**config.mk**
```make
export PLATFORM = sky130hd
export DESIGN_NAME = volume_block_address_mapper_core_flat
export DESIGN_NICKNAME = d
export VERILOG_FILES = /design/src/sv/vbam_pkg.sv /design/src/sv/vbam_if.sv /design/src/sv/vbam_cfg.sv /design/src/sv/vbam_stage1.sv /design/src/sv/vbam_stage2.sv /design/src/sv/vbam_stage3.sv /design/src/sv/volume_block_address_mapper_core.sv /design/src/flat_wrapper.sv
export SDC_FILE = /design/constraint.sdc
export NUM_CORES = 2
export LEC_CHECK = 0
export ABC_AREA = 1
export BUFFER_PORTS_ARGS = -buffer_cell sky130_fd_sc_hd__buf_2
export CORE_MARGIN = 3
export CORE_UTILIZATION = 35
export DETAILED_ROUTE_END_ITERATION = 16
export MAX_ROUTING_LAYER = met4
export PLACE_DENSITY = 0.6
export SYNTH_ARGS = -nofsm -noshare
export SYNTH_HDL_FRONTEND = slang
export SYNTH_SLANG_ARGS = --single-unit
```
**constraint.sdc**
```tcl
create_clock -name clk -period 5.9 [get_ports clk]
set_input_delay 0 -clock clk [delete_from_list [all_inputs] [get_ports clk]]
set_output_delay 0 -clock clk [all_outputs]
set_load 0.01 [all_outputs]
```
**src/sv/vbam_pkg.sv**
```systemverilog
package vbam_pkg;

    localparam int unsigned MAX_MEMBERS = 4;
    localparam int unsigned CNT_W       = 3;
    localparam int unsigned UNIT_W      = 26;   // 2^32 / 100 fits in 26 bits

    // x / 100 == (x * RECIP100) >> 38 for every 32-bit x
    localparam logic [63:0] RECIP100  = 64'd2748779070;
    localparam int unsigned SHIFT100  = 38;
    // x / 3 == (x * RECIP3) >> 33 for every 32-bit x
    localparam logic [63:0] RECIP3    = 64'h0000_0000_AAAA_AAAB;
    localparam int unsigned SHIFT3    = 33;
    localparam logic [6:0]  PCT_SCALE = 7'd100;

    typedef enum logic [1:0] {
        MODE_CONCAT = 2'd0,
        MODE_STRIPE = 2'd1,
        MODE_PART   = 2'd2,
        MODE_RSVD   = 2'd3
    } mode_t;

    localparam logic [2:0] REG_MODE  = 3'd0;
    localparam logic [2:0] REG_COUNT = 3'd1;
    localparam logic [2:0] REG_START = 3'd2;
    localparam logic [2:0] REG_LEN   = 3'd3;
    localparam logic [2:0] REG_SIZE0 = 3'd4;
    localparam logic [2:0] REG_SIZE1 = 3'd5;
    localparam logic [2:0] REG_SIZE2 = 3'd6;
    localparam logic [2:0] REG_SIZE3 = 3'd7;

    typedef struct packed {
        mode_t                            mode;
        logic [CNT_W-1:0]                 member_count;
        logic [6:0]                       part_start_pct;
        logic [6:0]                       part_len_pct;
        logic [MAX_MEMBERS-1:0][31:0]     member_size;
    } cfg_t;

    // after stage 1: reciprocal products and first partial sums
    typedef struct packed {
        logic [31:0]       block;
        logic [CNT_W-1:0]  n;
        logic [UNIT_W-1:0] unit;
        logic [30:0]       q3;
        logic [31:0]       e1;
        logic [31:0]       p23;
    } s1_t;

    // after stage 2: partition bounds, stripe remainder, concat ends of members 1 to 3
    typedef struct packed {
        logic [31:0]       block;
        logic [CNT_W-1:0]  n;
        logic [31:0]       base;
        logic [31:0]       size_raw;
        logic [31:0]       full;
        logic [30:0]       q3;
        logic [1:0]        r3;
        logic [31:0]       e1;
        logic [31:0]       e2;
        logic [31:0]       e3;
    } s2_t;

    typedef struct packed {
        logic [1:0]  member_slot;
        logic [31:0] member_offset;
        logic        miss;
    } res_t;

    // member count clamped to 1..MAX_MEMBERS
    function automatic logic [CNT_W-1:0] used_members(input logic [CNT_W-1:0] cnt);
        logic [CNT_W-1:0] n;
        n = cnt;
        if (n == '0)
            n = CNT_W'(1);
        if (n > CNT_W'(MAX_MEMBERS))
            n = CNT_W'(MAX_MEMBERS);
        return n;
    endfunction

endpackage

```
**src/sv/vbam_if.sv**
```systemverilog
interface vbam_in_if;
    logic        valid;
    logic        ready;
    logic [31:0] logical_block;

    modport source (output valid, output logical_block, input ready);
    modport sink   (input valid, input logical_block, output ready);
endinterface

interface vbam_out_if;
    logic        valid;
    logic        ready;
    logic [1:0]  member_slot;
    logic [31:0] member_offset;
    logic        miss;

    modport source (output valid, output member_slot, output member_offset, output miss,
                    input ready);
    modport sink   (input valid, input member_slot, input member_offset, input miss,
                    output ready);
endinterface

```
**src/sv/vbam_cfg.sv**
```systemverilog
module vbam_cfg (
    input  logic               clk,
    input  logic               rst_n,
    input  logic               cfg_we,
    input  logic [2:0]         cfg_index,
    input  logic [31:0]        cfg_data,
    output vbam_pkg::cfg_t     cfg
);

    vbam_pkg::cfg_t cfg_reg;
    vbam_pkg::cfg_t cfg_next;

    always_comb
    begin
        cfg_next = cfg_reg;
        if (cfg_we)
        begin
            unique case (cfg_index)
                vbam_pkg::REG_MODE:  cfg_next.mode = vbam_pkg::mode_t'(cfg_data[1:0]);
                vbam_pkg::REG_COUNT: cfg_next.member_count = cfg_data[vbam_pkg::CNT_W-1:0];
                vbam_pkg::REG_START: cfg_next.part_start_pct = cfg_data[6:0];
                vbam_pkg::REG_LEN:   cfg_next.part_len_pct = cfg_data[6:0];
                vbam_pkg::REG_SIZE0: cfg_next.member_size[0] = cfg_data;
                vbam_pkg::REG_SIZE1: cfg_next.member_size[1] = cfg_data;
                vbam_pkg::REG_SIZE2: cfg_next.member_size[2] = cfg_data;
                vbam_pkg::REG_SIZE3: cfg_next.member_size[3] = cfg_data;
                default:             cfg_next = cfg_reg;
            endcase
        end
    end

    always_ff @(posedge clk or negedge rst_n)
    begin
        if (!rst_n)
        begin
            cfg_reg <= '{mode:         vbam_pkg::MODE_CONCAT,
                         member_count: vbam_pkg::CNT_W'(1),
                         default:      '0};
        end
        else
        begin
            cfg_reg <= cfg_next;
        end
    end

    assign cfg = cfg_reg;

endmodule

```
**src/sv/vbam_stage1.sv**
```systemverilog
module vbam_stage1 (
    input  logic               clk,
    input  logic               rst_n,
    input  vbam_pkg::cfg_t     cfg,
    input  logic               up_valid,
    output logic               up_ready,
    input  logic [31:0]        up_block,
    output logic               dn_valid,
    input  logic               dn_ready,
    output vbam_pkg::s1_t      dn_data
);

    logic          valid_reg;
    vbam_pkg::s1_t data_reg;
    vbam_pkg::s1_t data_next;
    logic [63:0]   unit_prod;
    logic [63:0]   q3_prod;
    logic          load;

    assign up_ready = !valid_reg || dn_ready;
    assign load     = up_valid && up_ready;

    always_comb
    begin
        unit_prod       = 64'(cfg.member_size[0]) * vbam_pkg::RECIP100;
        q3_prod         = 64'(up_block) * vbam_pkg::RECIP3;
        data_next.block = up_block;
        data_next.n     = vbam_pkg::used_members(cfg.member_count);
        data_next.unit  = unit_prod[vbam_pkg::SHIFT100 +: vbam_pkg::UNIT_W];
        data_next.q3    = q3_prod[vbam_pkg::SHIFT3 +: 31];
        data_next.e1    = cfg.member_size[0] + cfg.member_size[1];
        data_next.p23   = cfg.member_size[2] + cfg.member_size[3];
    end

    always_ff @(posedge clk or negedge rst_n)
    begin
        if (!rst_n)
            valid_reg <= 1'b0;
        else if (up_ready)
            valid_reg <= up_valid;
    end

    always_ff @(posedge clk)
    begin
        if (load)
            data_reg <= data_next;
    end

    assign dn_valid = valid_reg;
    assign dn_data  = data_reg;

endmodule

```
**src/sv/vbam_stage2.sv**
```systemverilog
module vbam_stage2 (
    input  logic               clk,
    input  logic               rst_n,
    input  vbam_pkg::cfg_t     cfg,
    input  logic               up_valid,
    output logic               up_ready,
    input  vbam_pkg::s1_t      up_data,
    output logic               dn_valid,
    input  logic               dn_ready,
    output vbam_pkg::s2_t      dn_data
);

    logic          valid_reg;
    vbam_pkg::s2_t data_reg;
    vbam_pkg::s2_t data_next;
    logic [32:0]   base_prod;
    logic [32:0]   size_prod;
    logic [32:0]   full_prod;
    logic [31:0]   three_q;
    logic [31:0]   rem;
    logic          load;

    assign up_ready = !valid_reg || dn_ready;
    assign load     = up_valid && up_ready;

    always_comb
    begin
        base_prod = 33'(up_data.unit) * 33'(cfg.part_start_pct);
        size_prod = 33'(up_data.unit) * 33'(cfg.part_len_pct);
        full_prod = 33'(up_data.unit) * 33'(vbam_pkg::PCT_SCALE);
        three_q   = 32'({up_data.q3, 1'b0}) + 32'(up_data.q3);
        rem       = up_data.block - three_q;

        data_next.block    = up_data.block;
        data_next.n        = up_data.n;
        data_next.base     = base_prod[31:0];
        data_next.size_raw = size_prod[31:0];
        data_next.full     = full_prod[31:0];
        data_next.q3       = up_data.q3;
        data_next.r3       = rem[1:0];
        data_next.e1       = up_data.e1;
        data_next.e2       = up_data.e1 + cfg.member_size[2];
        data_next.e3       = up_data.e1 + up_data.p23;
    end

    always_ff @(posedge clk or negedge rst_n)
    begin
        if (!rst_n)
            valid_reg <= 1'b0;
        else if (up_ready)
            valid_reg <= up_valid;
    end

    always_ff @(posedge clk)
    begin
        if (load)
            data_reg <= data_next;
    end

    assign dn_valid = valid_reg;
    assign dn_data  = data_reg;

endmodule

```
**src/sv/vbam_stage3.sv**
```systemverilog
module vbam_stage3 (
    input  logic               clk,
    input  logic               rst_n,
    input  vbam_pkg::cfg_t     cfg,
    input  logic               up_valid,
    output logic               up_ready,
    input  vbam_pkg::s2_t      up_data,
    output logic               dn_valid,
    input  logic               dn_ready,
    output vbam_pkg::res_t     dn_data
);

    logic                                    valid_reg;
    vbam_pkg::res_t                          res_reg;
    vbam_pkg::res_t                          res_next;
    logic [vbam_pkg::MAX_MEMBERS-1:0][31:0]  ends;
    logic [vbam_pkg::MAX_MEMBERS-1:0][31:0]  starts;
    logic [vbam_pkg::MAX_MEMBERS-1:0]        hit;
    logic [31:0]                             part_size;
    logic                                    load;

    assign up_ready = !valid_reg || dn_ready;
    assign load     = up_valid && up_ready;

    always_comb
    begin
        ends[0]   = cfg.member_size[0];
        ends[1]   = up_data.e1;
        ends[2]   = up_data.e2;
        ends[3]   = up_data.e3;
        starts[0] = '0;
        starts[1] = cfg.member_size[0];
        starts[2] = up_data.e1;
        starts[3] = up_data.e2;
        for (int i = 0; i < vbam_pkg::MAX_MEMBERS; i++)
            hit[i] = (vbam_pkg::CNT_W'(i) < up_data.n) && (up_data.block < ends[i]);

        part_size = (up_data.size_raw == '0) ? up_data.full : up_data.size_raw;

        res_next.member_slot   = '0;
        res_next.member_offset = '0;
        res_next.miss          = 1'b1;

        unique case (cfg.mode)
            vbam_pkg::MODE_CONCAT:
            begin
                // lowest slot whose end lies past the block wins
                for (int i = vbam_pkg::MAX_MEMBERS - 1; i >= 0; i--)
                begin
                    if (hit[i])
                    begin
                        res_next.member_slot   = 2'(i);
                        res_next.member_offset = up_data.block - starts[i];
                        res_next.miss          = 1'b0;
                    end
                end
            end
            vbam_pkg::MODE_STRIPE:
            begin
                res_next.miss = 1'b0;
                unique case (up_data.n)
                    3'd2:
                    begin
                        res_next.member_slot   = {1'b0, up_data.block[0]};
                        res_next.member_offset = {1'b0, up_data.block[31:1]};
                    end
                    3'd3:
                    begin
                        res_next.member_slot   = up_data.r3;
                        res_next.member_offset = {1'b0, up_data.q3};
                    end
                    3'd4:
                    begin
                        res_next.member_slot   = up_data.block[1:0];
                        res_next.member_offset = {2'b00, up_data.block[31:2]};
                    end
                    default:
                    begin
                        res_next.member_slot   = '0;
                        res_next.member_offset = up_data.block;
                    end
                endcase
            end
            vbam_pkg::MODE_PART:
            begin
                if (up_data.block < part_size)
                begin
                    res_next.member_offset = up_data.base + up_data.block;
                    res_next.miss          = 1'b0;
                end
            end
            vbam_pkg::MODE_RSVD:
            begin
                res_next.miss = 1'b1;
            end
        endcase
    end

    always_ff @(posedge clk or negedge rst_n)
    begin
        if (!rst_n)
            valid_reg <= 1'b0;
        else if (up_ready)
            valid_reg <= up_valid;
    end

    always_ff @(posedge clk)
    begin
        if (load)
            res_reg <= res_next;
    end

    assign dn_valid = valid_reg;
    assign dn_data  = res_reg;

endmodule

```
**src/sv/volume_block_address_mapper_core.sv**
```systemverilog
// A request accepted into stage 1 passes through the stage 2 and stage 3 registers before its result shows.
// Throughput: one request per cycle, sustained, as long as map_out is taken.
// Each of the three stages holds its own request and stalls only when full and
// the next stage is blocked, so bubbles collapse under back-pressure.
// Reset: pipeline valid bits clear; mode 0, member_count 1, all other registers 0.
module volume_block_address_mapper_core (
    input  logic         clk,
    input  logic         rst_n,
    vbam_in_if.sink      blk_in,
    vbam_out_if.source   map_out,
    input  logic         cfg_we,
    input  logic [2:0]   cfg_index,
    input  logic [31:0]  cfg_data
);

    // The user must make configuration changes only while no request is in flight;
    // the block does not enforce it, and every stage reads the live register set directly.
    vbam_pkg::cfg_t  cfg;

    logic            s1_valid;
    logic            s1_ready;
    vbam_pkg::s1_t   s1_data;
    logic            s2_valid;
    logic            s2_ready;
    vbam_pkg::s2_t   s2_data;
    logic            s3_valid;
    vbam_pkg::res_t  s3_data;

    vbam_cfg u_cfg (
        .clk       (clk),
        .rst_n     (rst_n),
        .cfg_we    (cfg_we),
        .cfg_index (cfg_index),
        .cfg_data  (cfg_data),
        .cfg       (cfg)
    );

    // Stage 1: reciprocal multiplies (member 0 / 100, block / 3) and the
    // first layer of the member-size prefix sums.
    vbam_stage1 u_stage1 (
        .clk      (clk),
        .rst_n    (rst_n),
        .cfg      (cfg),
        .up_valid (blk_in.valid),
        .up_ready (blk_in.ready),
        .up_block (blk_in.logical_block),
        .dn_valid (s1_valid),
        .dn_ready (s1_ready),
        .dn_data  (s1_data)
    );

    // Stage 2: partition base / length / whole-device size from the unit,
    // the mod-3 remainder, and the remaining prefix sums.
    vbam_stage2 u_stage2 (
        .clk      (clk),
        .rst_n    (rst_n),
        .cfg      (cfg),
        .up_valid (s1_valid),
        .up_ready (s1_ready),
        .up_data  (s1_data),
        .dn_valid (s2_valid),
        .dn_ready (s2_ready),
        .dn_data  (s2_data)
    );

    // Stage 3: bounds compares, offset subtract/add, mode select; this is
    // also the output register.
    vbam_stage3 u_stage3 (
        .clk      (clk),
        .rst_n    (rst_n),
        .cfg      (cfg),
        .up_valid (s2_valid),
        .up_ready (s2_ready),
        .up_data  (s2_data),
        .dn_valid (s3_valid),
        .dn_ready (map_out.ready),
        .dn_data  (s3_data)
    );

    assign map_out.valid         = s3_valid;
    assign map_out.member_slot   = s3_data.member_slot;
    assign map_out.member_offset = s3_data.member_offset;
    assign map_out.miss          = s3_data.miss;

endmodule

```
**src/flat_wrapper.sv**
```systemverilog
// flat-port wrapper written by rule: the top's interface ports become plain ports
module volume_block_address_mapper_core_flat 
  (clk, rst_n, cfg_we, cfg_index, cfg_data, blk_in_valid, blk_in_logical_block, blk_in_ready, map_out_valid, map_out_member_slot, map_out_member_offset, map_out_miss, map_out_ready);
  vbam_in_if blk_in_i ();
  vbam_out_if map_out_i ();
  input  logic clk;
  input  logic rst_n;
  input  logic cfg_we;
  input  logic [2:0] cfg_index;
  input  logic [31:0] cfg_data;
  input wire logic [$bits(blk_in_i.valid)-1:0] blk_in_valid;
  input wire logic [$bits(blk_in_i.logical_block)-1:0] blk_in_logical_block;
  output wire logic [$bits(blk_in_i.ready)-1:0] blk_in_ready;
  output wire logic [$bits(map_out_i.valid)-1:0] map_out_valid;
  output wire logic [$bits(map_out_i.member_slot)-1:0] map_out_member_slot;
  output wire logic [$bits(map_out_i.member_offset)-1:0] map_out_member_offset;
  output wire logic [$bits(map_out_i.miss)-1:0] map_out_miss;
  input wire logic [$bits(map_out_i.ready)-1:0] map_out_ready;
  assign blk_in_i.valid = blk_in_valid;
  assign blk_in_i.logical_block = blk_in_logical_block;
  assign blk_in_ready = blk_in_i.ready;
  assign map_out_valid = map_out_i.valid;
  assign map_out_member_slot = map_out_i.member_slot;
  assign map_out_member_offset = map_out_i.member_offset;
  assign map_out_miss = map_out_i.miss;
  assign map_out_i.ready = map_out_ready;
  volume_block_address_mapper_core u_core (.clk(clk), .rst_n(rst_n), .blk_in(blk_in_i), .map_out(map_out_i), .cfg_we(cfg_we), .cfg_index(cfg_index), .cfg_data(cfg_data));
endmodule
```
==> run metrics <==
count leader, synth=inv_1; RSZ-0062 raised after global routing=true; Post-synth EDFFs=449; die height=500.9 um; Avg Synthesized Cell Area=8.551 sq um; grt ovf=0; failing checks=negative setup slack; Post-Synthesis Net Count=12.36k; H-tree Lvls=3; Synth Instances=10.03k; final setup margin=-0.3692 ns; Area growth, synth to finish=18.83%; global-route wire length before repair=465.4 mm; Via density=5.019; overall routed net length=311.1 mm; Final Util=41.85%; startpoint types=flip-flop; Crit path required time=6.37 ns; minimum clock period after layout=6.269 ns; Unique masters post-synth=62; crit end category=flip-flop; cell taking the most area after synthesis=fa_1; # IOs=109; Max Fanout on Critical Path=4; Clock transition at path regs=0.06 ns; initial antenna violation count=21; Ys Warns=0; top cells by area, synth=fa_1 24%, ha_1 18%, edfxtp_1 16%, inv_1 10%, nand2_1 7.7%; DR iter-0 viols=6217; Critical-path top delay cell=fa_1; f_max=159.5 MHz; row count=181; Total GRT Usage=25.50%; die area=250900 sq um; Port Buffer Count=108; final hold violation count=0; mapped cell area=85730 sq um; insertion delay to the later sink of the worst-skew pair=0.76 ns; final hold slack=0.06370 ns; critical-path cell list=buf_12 -> fa_1 -> inv_1 -> fa_2 -> fa_1 -> inv_1 -> fa_1 -> fa_1 -> fa_1 -> inv_1 -> fa_1 -> inv_2 -> ha_4 -> nand2_1 -> buf_4 -> nor2_1 -> inv_1 -> buf_4 -> nor4_4 -> nand4_1 -> nand3_2 -> nand4_1 -> nand2_1 -> xor2_1; layout cell share with drive strength beyond 1=13.86%; Initial Util=35.21%; Worst EP arrival=6.74 ns; most used cell, CP=fa_1; Async S/R FF share, synth=25.04%; area of the core=243500 sq um; Reg2Reg Setup Slack=-0.37 ns; Routability Congestion=1.015; Worst Hold Class=input pin to flip-flop; Slew @ Worst Pin=1.170 ns; Synth top area share=24.36%; critical setup path kind=flip-flop to flip-flop; vias in the first global route=73.15k; Setup Skew=0.05868 ns; sequential area share after synthesis=20.11%; slowest stage delay, CP=0.56 ns; Slew HR=21.97%; chip width=500.9 um; average wire per standard cell=21.77 um; Fill cells=24.40k; TritonCTS Sinks=599; Main synth FF type=edfxtp_1; final period utilization=106.3%; Clock Tree Buf Depth=3; Inserted Clock Buffers=74; Slew Viols, Final=0; max cap viols=0; CTS tree=yes; Root Driver=clkbuf_16; final setup fails=26; post-DP HPWL=264.5 mm; largest net degree at the start of global routing=145; max reg flops=258; Total Nets Final=13.36k; #FFs+latches synth=599; DR vias=71.73k; Synth top cells by count=2314 x inv_1, 1766 x nand2_1, 1221 x ha_1, 1043 x fa_1, 726 x a21oi_1; status=complete, but fails checks; Remaining DRCs=0; Pre-Repair DR Iteration Count=6; ANT nets after route=0
-- worst max-delay path: cells and delay by family, from the launching register on --
| family | cells | cell delay (ns) |
|---|---|---|
| xor gates and xnor gates | 1 | 0.07 |
| adders and majority gates | 8 | 3.88 |
| buffers and inverters | 8 | 0.73 |
| DFF | 1 | 0.41 |
| and+or+nand+nor | 7 | 0.95 |
-- logic make-up after synthesis --
kind of cell | synth area share (%)
AO/OA/AOI/OAI | 10.06
AND/OR/NAND/NOR | 13.32
XOR/XNOR | 3.443
adder cells (fa/ha/maj) | 42.18
buffers and inverters | 10.89
flip-flops | 20.11
-- layer usage --
layer	track usage (%)	vias up	share of wire, %
met1	33.95	34900	44
li1	-	33940	-
met4	9.863	0	4.8
met5	-	-	0
met3	4.429	512	7.7
met2	38.67	2383	44
-- placed cells by master (no fill, tap or decap), types with 149 or more instances in the layout --
cell type     n
inv_1      2270
xnor2_1     149
xor2_1      183
nand3_1     235
nand2_1    1721
fa_1       1009
a21oi_1     678
o21ai_0     393
ha_1       1163
edfxtp_1    449
buf_4       840
nor2_1      537
-- cell type report --
cell class                      count  area, sq um  area share, %
Antenna cell                        7        17.52        0.01719
Clock buffer                       91         1977          1.940
Clock inverter                     42        535.5         0.5256
Inverter                         2330         8760          8.598
Multi-Input combinational cell   6959        61070          59.94
Sequential cell                   599        17260          16.94
Tap cell                         3202         4006          3.932
Timing Repair Buffer             1062         8253          8.101
-- worst paths after layout --
path,startpoint,end,cells past startpoint
max in group asynchronous,rst_n,u_core.u_cfg.cfg[19],4
worst min register to register,u_core.u_stage1.dn_data[82],u_core.u_stage2.dn_data[116],0
worst max-delay path,u_core.u_cfg.cfg[21],u_core.u_stage1.dn_data[114],24
worst max register to register,u_core.u_cfg.cfg[21],u_core.u_stage1.dn_data[114],24
worst min-delay path,blk_in_logical_block[28],u_core.u_stage1.dn_data[152],4
min in group asynchronous,rst_n,u_core.u_cfg.cfg[4],3
-- through the flow --
step	cell area, sq um	setup slack (ns)	cells	TNS, ns
finish	101900	-0.3692	14290	-7.286
global route	101900	-0.5938	14290	-12.93
CTS	100500	-0.3677	14270	-7.442
detailed placement	96320	-0.6433	14040	-22.20
global placement	96320	-0.5766	14040	-20.95
floorplan	85790	-0.003392	10030	-0.003392
-- what timing repair did --
action                     4_1_cts  5_1_grt
resized for setup              174      286
gates cloned                     0        0
hold buffers                    73        1
pin swaps                       54      123
setup endpoints to repair       26       56
hold endpoints to repair       303        1
buffers inserted                20       19
Power is left out: the tool's default activity adds up to more than one toggle a clock period on the data nets, which glitch-free logic cannot reach.
